**config.mk**
```make
export PLATFORM = sky130hd
export DESIGN_NAME = ipv4_tcp_checksum_engine_core
export DESIGN_NICKNAME = d
export VERILOG_FILES = /design/src/design/ckeng_pkg.sv /design/src/design/ckeng_front.sv /design/src/design/ckeng_fifo.sv /design/src/design/ckeng_back.sv /design/src/design/ipv4_tcp_checksum_engine_core.sv
export SDC_FILE = /design/constraint.sdc
export NUM_CORES = 1
export LEC_CHECK = 0
export ABC_AREA = 1
export BUFFER_PORTS_ARGS = -buffer_cell sky130_fd_sc_hd__buf_2
export CORE_MARGIN = 8
export CORE_UTILIZATION = 48
export CTS_BUF_LIST = sky130_fd_sc_hd__clkbuf_16
export DETAILED_ROUTE_END_ITERATION = 6
export HOLD_SLACK_MARGIN = 0.06
export PLACE_DENSITY = 0.65
export REMOVE_ABC_BUFFERS = 1
export SETUP_SLACK_MARGIN = 0.2
export SLEW_MARGIN = 25
export SYNTH_ARGS = -nofsm -noshare
export SYNTH_HDL_FRONTEND = slang
export SYNTH_SLANG_ARGS = --single-unit
```
**constraint.sdc**
```tcl
create_clock -name clk -period 22.5 [get_ports clk]
set_input_delay 1.125 -clock clk [delete_from_list [all_inputs] [get_ports clk]]
set_output_delay 1.125 -clock clk [all_outputs]
set_load 0.05 [all_outputs]
```
**src/design/ckeng_pkg.sv**
```systemverilog
package ckeng_pkg;

    localparam logic [15:0] WORD_ONES      = 16'hFFFF;
    localparam logic [15:0] PROTO_TCP_WORD = 16'h0006;
    localparam logic [15:0] ODD_BYTE_MASK  = 16'hFF00;
    localparam logic [4:0]  ADDR_FIRST_IDX = 5'd6;
    localparam logic [4:0]  ADDR_LAST_IDX  = 5'd9;
    localparam logic [4:0]  HDR_IDX_MAX    = 5'd31;
    localparam int          QUEUE_DEPTH    = 4;

    localparam logic KIND_IP  = 1'b0;
    localparam logic KIND_TCP = 1'b1;

    typedef struct packed {
        logic        kind;
        logic [15:0] word;
        logic        odd_byte;
        logic        last;
    } in_item_t;

    typedef struct packed {
        logic [15:0] sum_value;
        logic        which;
    } out_item_t;

    // Classified word as it travels from the front end to the accumulators.
    typedef struct packed {
        logic        kind;
        logic [15:0] word;
        logic        addr_word;
        logic        odd_byte;
        logic        last;
    } cls_item_t;

    // Ones' complement sum of four words with end-around carry.
    function automatic logic [15:0] oc_sum4(input logic [15:0] a, input logic [15:0] b,
                                           input logic [15:0] c, input logic [15:0] d);
        logic [17:0] s;
        logic [16:0] f;
        s = {2'b00, a} + {2'b00, b} + {2'b00, c} + {2'b00, d};
        f = {1'b0, s[15:0]} + {15'd0, s[17:16]};
        return f[15:0] + {15'd0, f[16]};
    endfunction

    function automatic logic [15:0] finish(input logic [15:0] c);
        return (c == WORD_ONES) ? WORD_ONES : ~c;
    endfunction

endpackage

```
**src/design/ckeng_front.sv**
```systemverilog
module ckeng_front (
    input  logic                  clk,
    input  logic                  rst_n,
    input  logic                  accept,
    input  ckeng_pkg::in_item_t   item,
    output ckeng_pkg::cls_item_t  cls
);
    import ckeng_pkg::*;

    logic [4:0] hdr_idx_reg;
    logic [4:0] hdr_idx_next;

    // Position within the IP header decides which words also feed the TCP sum.
    always_comb
    begin
        cls.kind      = item.kind;
        cls.word      = item.odd_byte ? (item.word & ODD_BYTE_MASK) : item.word;
        cls.addr_word = (item.kind == KIND_IP) && (hdr_idx_reg >= ADDR_FIRST_IDX)
                        && (hdr_idx_reg <= ADDR_LAST_IDX);
        cls.odd_byte  = item.odd_byte;
        cls.last      = item.last;

        hdr_idx_next = hdr_idx_reg;
        if (accept && (item.kind == KIND_IP))
        begin
            if (item.last)
                hdr_idx_next = '0;
            else if (hdr_idx_reg < HDR_IDX_MAX)
                hdr_idx_next = hdr_idx_reg + 5'd1;
        end
    end

    always_ff @(posedge clk or negedge rst_n)
    begin
        if (!rst_n)
            hdr_idx_reg <= '0;
        else
            hdr_idx_reg <= hdr_idx_next;
    end

endmodule

```
**src/design/ckeng_fifo.sv**
```systemverilog
module ckeng_fifo #(
    parameter int DEPTH = ckeng_pkg::QUEUE_DEPTH
) (
    input  logic                  clk,
    input  logic                  rst_n,
    input  logic                  wr_en,
    input  ckeng_pkg::cls_item_t  wr_data,
    output logic                  full,
    input  logic                  rd_en,
    output ckeng_pkg::cls_item_t  rd_data,
    output logic                  empty
);
    import ckeng_pkg::*;

    localparam int PW = (DEPTH > 1) ? $clog2(DEPTH) : 1;
    localparam int CW = $clog2(DEPTH + 1);
    localparam logic [PW-1:0] PTR_LAST = PW'(DEPTH - 1);
    localparam logic [CW-1:0] CNT_FULL = CW'(DEPTH);

    cls_item_t     slot_reg [DEPTH];
    logic [PW-1:0] wr_ptr_reg;
    logic [PW-1:0] rd_ptr_reg;
    logic [CW-1:0] count_reg;
    logic          do_wr;
    logic          do_rd;

    assign full    = (count_reg == CNT_FULL);
    assign empty   = (count_reg == '0);
    assign do_wr   = wr_en && !full;
    assign do_rd   = rd_en && !empty;
    assign rd_data = slot_reg[rd_ptr_reg];

    always_ff @(posedge clk)
    begin
        if (do_wr)
            slot_reg[wr_ptr_reg] <= wr_data;
    end

    always_ff @(posedge clk or negedge rst_n)
    begin
        if (!rst_n)
        begin
            wr_ptr_reg <= '0;
            rd_ptr_reg <= '0;
            count_reg  <= '0;
        end
        else
        begin
            if (do_wr)
                wr_ptr_reg <= (wr_ptr_reg == PTR_LAST) ? '0 : wr_ptr_reg + PW'(1);
            if (do_rd)
                rd_ptr_reg <= (rd_ptr_reg == PTR_LAST) ? '0 : rd_ptr_reg + PW'(1);
            if (do_wr && !do_rd)
                count_reg <= count_reg + CW'(1);
            else if (do_rd && !do_wr)
                count_reg <= count_reg - CW'(1);
        end
    end

endmodule

```
**src/design/ckeng_back.sv**
```systemverilog
module ckeng_back (
    input  logic                  clk,
    input  logic                  rst_n,
    input  logic                  q_empty,
    input  ckeng_pkg::cls_item_t  q_item,
    output logic                  q_pop,
    output logic                  empty,
    input  logic                  pop,
    output ckeng_pkg::out_item_t  result
);
    import ckeng_pkg::*;

    logic [15:0] hdr_sum_reg;
    logic [15:0] hdr_sum_next;
    logic [15:0] seg_sum_reg;
    logic [15:0] seg_sum_next;
    logic [15:0] byte_cnt_reg;
    logic [15:0] byte_cnt_next;
    logic        out_valid_reg;
    logic        out_valid_next;
    out_item_t   out_reg;
    out_item_t   out_next;
    logic [16:0] cnt_sum;
    logic [15:0] cnt_sat;
    logic [15:0] hdr_add;
    logic [15:0] seg_add;
    logic        slot_free;

    // A word without a result never waits; a last word needs the output slot.
    assign slot_free = !out_valid_reg || pop;
    assign q_pop     = !q_empty && (!q_item.last || slot_free);
    assign empty     = !out_valid_reg;
    assign result    = out_reg;

    always_comb
    begin
        cnt_sum = {1'b0, byte_cnt_reg} + (q_item.odd_byte ? 17'd1 : 17'd2);
        cnt_sat = cnt_sum[16] ? WORD_ONES : cnt_sum[15:0];
        hdr_add = oc_sum4(hdr_sum_reg, q_item.word, 16'd0, 16'd0);
        seg_add = oc_sum4(seg_sum_reg, q_item.word, 16'd0, 16'd0);

        hdr_sum_next   = hdr_sum_reg;
        seg_sum_next   = seg_sum_reg;
        byte_cnt_next  = byte_cnt_reg;
        out_valid_next = out_valid_reg && !pop;
        out_next       = out_reg;

        if (q_pop)
        begin
            if (q_item.kind == KIND_IP)
            begin
                hdr_sum_next = hdr_add;
                if (q_item.addr_word)
                    seg_sum_next = seg_add;
                if (q_item.last)
                begin
                    out_next.sum_value = finish(hdr_add);
                    out_next.which     = KIND_IP;
                    out_valid_next     = 1'b1;
                    hdr_sum_next       = '0;
                end
            end
            else
            begin
                seg_sum_next  = seg_add;
                byte_cnt_next = cnt_sat;
                if (q_item.last)
                begin
                    out_next.sum_value = finish(oc_sum4(seg_sum_reg, q_item.word,
                                                        PROTO_TCP_WORD, cnt_sat));
                    out_next.which     = KIND_TCP;
                    out_valid_next     = 1'b1;
                    seg_sum_next       = '0;
                    byte_cnt_next      = '0;
                end
            end
        end
    end

    always_ff @(posedge clk)
    begin
        out_reg <= out_next;
    end

    always_ff @(posedge clk or negedge rst_n)
    begin
        if (!rst_n)
        begin
            hdr_sum_reg   <= '0;
            seg_sum_reg   <= '0;
            byte_cnt_reg  <= '0;
            out_valid_reg <= 1'b0;
        end
        else
        begin
            hdr_sum_reg   <= hdr_sum_next;
            seg_sum_reg   <= seg_sum_next;
            byte_cnt_reg  <= byte_cnt_next;
            out_valid_reg <= out_valid_next;
        end
    end

endmodule

```
**src/design/ipv4_tcp_checksum_engine_core.sv**
```systemverilog
// Channel   Handshake             Payload
// item      push / full           in_item_t  (kind, word, odd_byte, last)
// result    empty / pop           out_item_t (sum_value, which)
//
// One packet word is taken per cycle while the queue is not full. A word is
// classified on entry and summed after it leaves the queue.
// A checksum is registered in the result slot at the edge at which its last
// word is summed.
// A result not yet taken holds the next last word at the head of the queue;
// the words behind it wait in the queue. Words before it keep flowing.
// Reset clears all sums, counters, the queue and the result slot.
module ipv4_tcp_checksum_engine_core #(
    parameter int QUEUE_DEPTH = ckeng_pkg::QUEUE_DEPTH
) (
    input  logic                  clk,
    input  logic                  rst_n,
    input  logic                  push,
    output logic                  full,
    input  ckeng_pkg::in_item_t   item,
    output logic                  empty,
    input  logic                  pop,
    output ckeng_pkg::out_item_t  result
);
    import ckeng_pkg::*;

    cls_item_t cls_item;
    cls_item_t q_item;
    logic      q_empty;
    logic      q_pop;
    logic      accept;

    assign accept = push && !full;

    ckeng_front u_front (
        .clk    (clk),
        .rst_n  (rst_n),
        .accept (accept),
        .item   (item),
        .cls    (cls_item)
    );

    ckeng_fifo #(
        .DEPTH (QUEUE_DEPTH)
    ) u_fifo (
        .clk     (clk),
        .rst_n   (rst_n),
        .wr_en   (accept),
        .wr_data (cls_item),
        .full    (full),
        .rd_en   (q_pop),
        .rd_data (q_item),
        .empty   (q_empty)
    );

    ckeng_back u_back (
        .clk     (clk),
        .rst_n   (rst_n),
        .q_empty (q_empty),
        .q_item  (q_item),
        .q_pop   (q_pop),
        .empty   (empty),
        .pop     (pop),
        .result  (result)
    );

endmodule
```
# --- Yosys cells after proc, flatten, opt, wreduce, memory -nomap -nowiden ---
# Memories as Yosys holds them, arrays and structs flattened.
# Index checks and enable logic that the tools add are counted.
op_classes:
  add_sub_neg: 16
  order_cmp: 3
  n_eq_ne: 5
  muxes: 23
  n_bitwise: 4
  reduce_logical: 28
op_table:
  columns: ["op", "count"]
  rows:
  - ["two-way mux 16 bit", 8]
  - ["adder 16 x 2 -> 17 bit", 3]
  - ["two-way mux 17 bit", 3]
  - ["adder 16 x 1 -> 16 bit", 3]
  - ["adder 16 x 16 -> 17 bit", 2]
  - ["equality test 16 bit (second input constant)", 2]
  - ["NOT 16 bit", 2]
  - ["adder 18 x 16 -> 18 bit", 1]
  - ["adder 18 x 3 -> 18 bit (second input constant)", 1]
  - ["adder 16 x 17 -> 17 bit", 1]
  - ["logical AND 1 bit", 10]
  - ["two-way mux 5 bit", 2]
  - ["AND reduction 2 bit", 5]
  - ["two-way mux 8 bit", 1]
  - ["logical NOT 1 bit", 7]
  - ["two-way mux 2 bit", 3]
  - ["two-way mux 3 bit", 2]
  - ["nonzero test 2 bit", 3]
  - ["adder 5 x 1 -> 5 bit (second input constant)", 1]
  - [">= comparator 5 x 3 -> 1 bit (second input constant)", 1]
  - ["<= comparator 5 x 4 -> 1 bit (second input constant)", 1]
  - ["less-than comparator 5 bit (second input constant)", 1]
  - ["adder 2 x 1 -> 2 bit (second input constant)", 2]
  - ["equality test 2 bit (second input constant)", 2]
  - ["other kinds (7)", 12]
word_totals:
  regBits: 78
  mem_bits_rw: 80
  inputBits: 23
  output_inout_bits: 19
  wordCells: 90
  n_memories: 1
memory_table:
  columns: ["memory", "words", "word_bits", "read_ports", "rd_clocked_by_memory_dff", "wr", "line_no", "text"]
  rows:
  - ["u_fifo.slot_reg", 4, 20, 1, 0, 1, "ckeng_fifo.sv:20", "cls_item_t slot_reg [DEPTH];"]

# --- Longest topological paths before layout ---
# An unclocked memory read counts as a cell.
depth:
  ltp_word: 11
  depth_mapped: 62
  mapped_depth_nobuf: 60

# --- Cells and area by module ---
# Synthesis repeated with hierarchy kept, for this count alone.
hier_totals:
  cells_unflattened: 1851
  area_unflattened_um2: 12952.4
modules_own_cells:
  columns: ["mod", "instances", "cells_per_inst", "area_per_inst_um2", "seq_area_each_um2"]
  rows:
  - ["ckeng_back", 1, 1477, 8747.1, 1736.7]
  - ["ckeng_fifo", 1, 294, 3673.5, 2577.5]
  - ["ckeng_front", 1, 78, 521.8, 125.1]
  - ["ipv4_tcp_checksum_engine_core", 1, 2, 10.0, 0.0]

# --- Worst setup path before layout ---
# OpenSTA, ideal clock, no wires.
synth_timing:
  path_type: "register -> register"
  start: "register u_fifo.rd_ptr_reg[0]"
  end: "register u_back.out_reg, in the netlist u_back.result[6] (data pin)"
  setup_time_ns: 0.252
  t_arrival_ns: 7.227
  t_required_ns: 22.248
  setup_slack_ns: 15.020
  stages_incl_launch_ff: 59
  n_path_buf: 2
  period_less_slack_ns: 7.480
  path_cell_list: "dfrtp_1 > inv_1 > clkbuf_1 > nand2_1 > a32oi_1 > inv_1 > ha_1 > nand3_1 > nand2_1 > nand3_1 > nor2_1 > inv_1 > nor3_1 > inv_1 > nor3_1 > inv_1 > nor3_1 > xor2_1 > [23 not listed] > nand2_1 > nor2_1 > ha_1 > ha_1 > nand2_1 > nor2_1 > nand2_1 > nor2_1 > nand2_2 > nor2_2 > nand3_1 > o21ai_0 > nand2_1 > nand3_2 > buf_6 > nand2_1 > nand2_1 > nand2_1"
synth_between:
  elab_chain_cells: 11
  elab_cells_between_ends: 21
  classes_between: "9 x add/sub; 2 x eq/ne; 7 x mux; 2 x bitwise; 1 x memory"
synth_rtl:
  columns: ["element", "line_no", "text"]
  rows:
  - ["start, declared", "ckeng_fifo.sv:22", "logic [PW-1:0] rd_ptr_reg;"]
  - ["start signal, assigned", "ckeng_fifo.sv:52", "rd_ptr_reg <= (rd_ptr_reg == PTR_LAST) ? '0 : rd_ptr_reg + PW'(1);"]
  - ["memory read (4 x 20 bit) (*)", null, null]
  - ["branches (longest 9 deep; another with adder 18 x 3 -> 18 bit)", null, null]
  - ["two-way mux 17 bit (*)", "ckeng_back.sv:50", "if (q_item.kind == KIND_IP)"]
  - ["end signal, assigned", "ckeng_back.sv:82", "out_reg <= out_next;"]
  - ["end, declared", "ckeng_back.sv:21", "out_item_t out_reg;"]
# Mark *: on every way between the ends. The select of a mux whose other input is x is not followed.
# A chain may end at the register's enable or synchronous reset.

# --- Worst setup path after layout ---
layout_timing:
  start: "register u_fifo.rd_ptr_reg[1]"
  end: "register u_back.out_reg, in the netlist u_back.result[12] (data pin)"
# Same word-level chain as after synthesis.

==> metrics.csv <==
metric,value,unit
outcome,completed,
worstMarginPinSlew,0.874,ns
crit_path_max_fanout,24,
clock_tree.root_cell,clkbuf_16,
gp_congestion,0.880,
fp.coreArea,25200,µm²
synth_top_area_cell,edfxtp_1,
dpl.hpwl,23600,µm
synth.top_cells.by_area,"edfxtp_1, nand2_1, dfrtp_1, ha_1, inv_1",
floorplan.initialDensity,48.9,%
rows,58,
area_delta_synth_final,9.71,%
clk_latency,0.43,ns
routed_wl,30400,µm
cts_tree,done,
die_w,176,µm
firstDrtPassIters,5,
ys_async_sr_fraction,38.6,%
synthFlopType,edfxtp_1,
fin_nets,1871,
drive_gt1_share,9.28,%
avgSynthCellArea,7.20,µm²
grt_use_total,19.3,%
crit_type,flop to flop,
die_y,176,µm
worst_hold_path_type,flop to flop,
slew_headroom,41.6,%
cpMaxStageDelayCell,dfrtp_1,
path_common_cell,nand2_1,
cp_top_family,simple AND/OR/NAND/NOR gates,
critPathArrivalTime,9.24,ns
synth_edf_count,97,
netlist-cell-type-count,50,
cts_hold_buf,0,
ys_seq_area_share,36.0,%
cts.path.max_buffers,2,
placed_cell_area,12900,µm²
slew_violations,0,
cts_setup_buffers,0,
io_buffers,41,
end_kind,flop,
cts_sinks,158,
route.antenna.remaining_nets,0,
post-route-drc-count,0,
setup_tns,0,ns
cp-start-kind,flop,
period_minus_slack,8.94,ns
die_area,31100,µm²
final_util,53.7,%
ys_ff_latch,158,
postLayoutCellArea,13500,µm²
vias_per_cell,5.26,
cts_made_buffers,17,
hold_violations,0,
cap_violations,0,
fin_crit_sh,39.7,%
clk_pin_slew_worst_paths,0.07,ns
syn-cell-area,12300,µm²
cp_slowest_stage_delay,0.79,ns
max_freq,112,MHz
yosys.area.top_type_share,23.6,%
rsz0062_at_grt,no,
syn_inst,1712,
yosysWarnings,0,
vias,11000,
num_antenna_cells,0,
setup_viol,0,
grt_first_pass_wirelength,49000,µm
drt_iter0_markers,743,
io-pin-count,42,
largest_reg_flops,80,
h-tree-depth,4,
ctsResizeCount,0,
grt_pass1_vias,10100,
critPathBufInv,8,
antenna_found_initial,0,
grt_max_degree,62,
fin_skew,0.0207,ns
grt-ovfl-total,0,
wl_per_cell,14.5,µm
cp.required,22.80,ns
## per-layer routing
metal  global-route usage, %  routed length (µm)
met1                    25.4               14200
met3                    2.37                1410
met2                    32.8               14200
met4                    5.44                 559
met5                       0                   0
## final cells by class
| cell class | count | area (µm²) |
|---|---|---|
| Multi-Input combinational cell | 1278 | 6850 |
| Tap cell | 330 | 413 |
| Inverter | 252 | 946 |
| Sequential cell | 158 | 4440 |
| Clock buffer | 17 | 425 |
| Timing Repair Buffer | 48 | 258 |
| Fill cell | 2418 | 11700 |
| Clock inverter | 15 | 193 |
## through the flow
| step | hold slack [ns] | setup WS (ns) | cells |
|---|---|---|---|
| floorplan | 0.456 | 14.35 | 1688 |
| global placement | 0.472 | 13.68 | 2066 |
| detailed placement | 0.476 | 13.56 | 2066 |
| finish | 0.496 | 13.56 | 2098 |
| CTS | 0.495 | 13.53 | 2098 |
| global route | 0.522 | 12.33 | 2098 |
## Yosys cell counts, types with 3 or more instances
master / n
a21oi_1: 52
a22o_1: 4
buf_1: 3
clkbuf_1: 15
clkinv_1: 3
dfrtp_1: 61
edfxtp_1: 97
fa_1: 6
ha_1: 87
inv_1: 236
inv_2: 13
nand2_1: 510
nand2_2: 19
nand3_1: 128
nand3_2: 7
nand3_4: 3
nand3b_1: 3
nand4_1: 41
nor2_1: 167
nor2_2: 18
nor2_4: 6
nor3_1: 17
nor4_1: 3
o21ai_0: 103
o21ai_1: 10
o21bai_1: 5
o22ai_1: 23
o31ai_1: 4
or2_2: 4
xnor2_1: 10
xor2_1: 25
## cells in the final DEF (no fill, tap or decap), drive strengths merged, types with 3 or more instances in the layout
cell type | Yosys | routed
nand3b | 3 | 3
a22o | 4 | 4
o31ai | 4 | 4
clkinv | 3 | 12
a21boi | 3 | 3
nor4 | 3 | 3
or2 | 4 | 4
inv | 249 | 254
xor2 | 27 | 27
edfxtp | 97 | 97
dfrtp | 61 | 61
clkbuf | 15 | 17
o21bai | 5 | 5
o22ai | 23 | 23
nand4 | 41 | 41
nor3 | 17 | 17
buf | 9 | 48
nand2 | 531 | 531
ha | 87 | 87
o21ai | 113 | 113
nor2 | 191 | 191
xnor2 | 11 | 11
nand3 | 138 | 138
fa | 6 | 6
a21oi | 54 | 54
## tightest hold or removal path, cell delays in order (launching register included)
cell     delay, ns
dfrtp_1       0.35
nand2_1       0.06
nand2_1       0.06
## cells by family (layout without fill, tap and decap cells)
family / count (synthesis) / in the layout / share of synthesized area [%]
AND/OR/NAND/NOR: 929 / 929 / 32.8
buffers and inverters: 276 / 332 / 8.61
AO/OA/AOI/OAI: 217 / 217 / 9.79
flip-flops: 158 / 158 / 36.0
adder cells (fa/ha/maj): 93 / 93 / 9.81
XOR/XNOR: 38 / 38 / 2.88
multiplexers: 1 / 1 / 0.0914
## worst paths after layout
kind                       slack [ns]  cells past startpoint                    from                 endpoint
hold reg to reg                  0.50                      2  u_back.seg_sum_reg[12]   u_back.seg_sum_reg[12]
max in group asynchronous       21.08                      2                   rst_n   u_back.hdr_sum_reg[13]
setup / recovery                13.56                     57    u_fifo.rd_ptr_reg[1]        u_back.result[12]
min in group asynchronous        0.86                      2                   rst_n  u_back.byte_cnt_reg[10]
setup reg to reg                13.56                     57    u_fifo.rd_ptr_reg[1]        u_back.result[12]
hold / removal                   0.50                      2  u_back.seg_sum_reg[12]   u_back.seg_sum_reg[12]
Power is not shown: default switching activity piles up to over one toggle a cycle in this logic, so the estimate is an artifact.
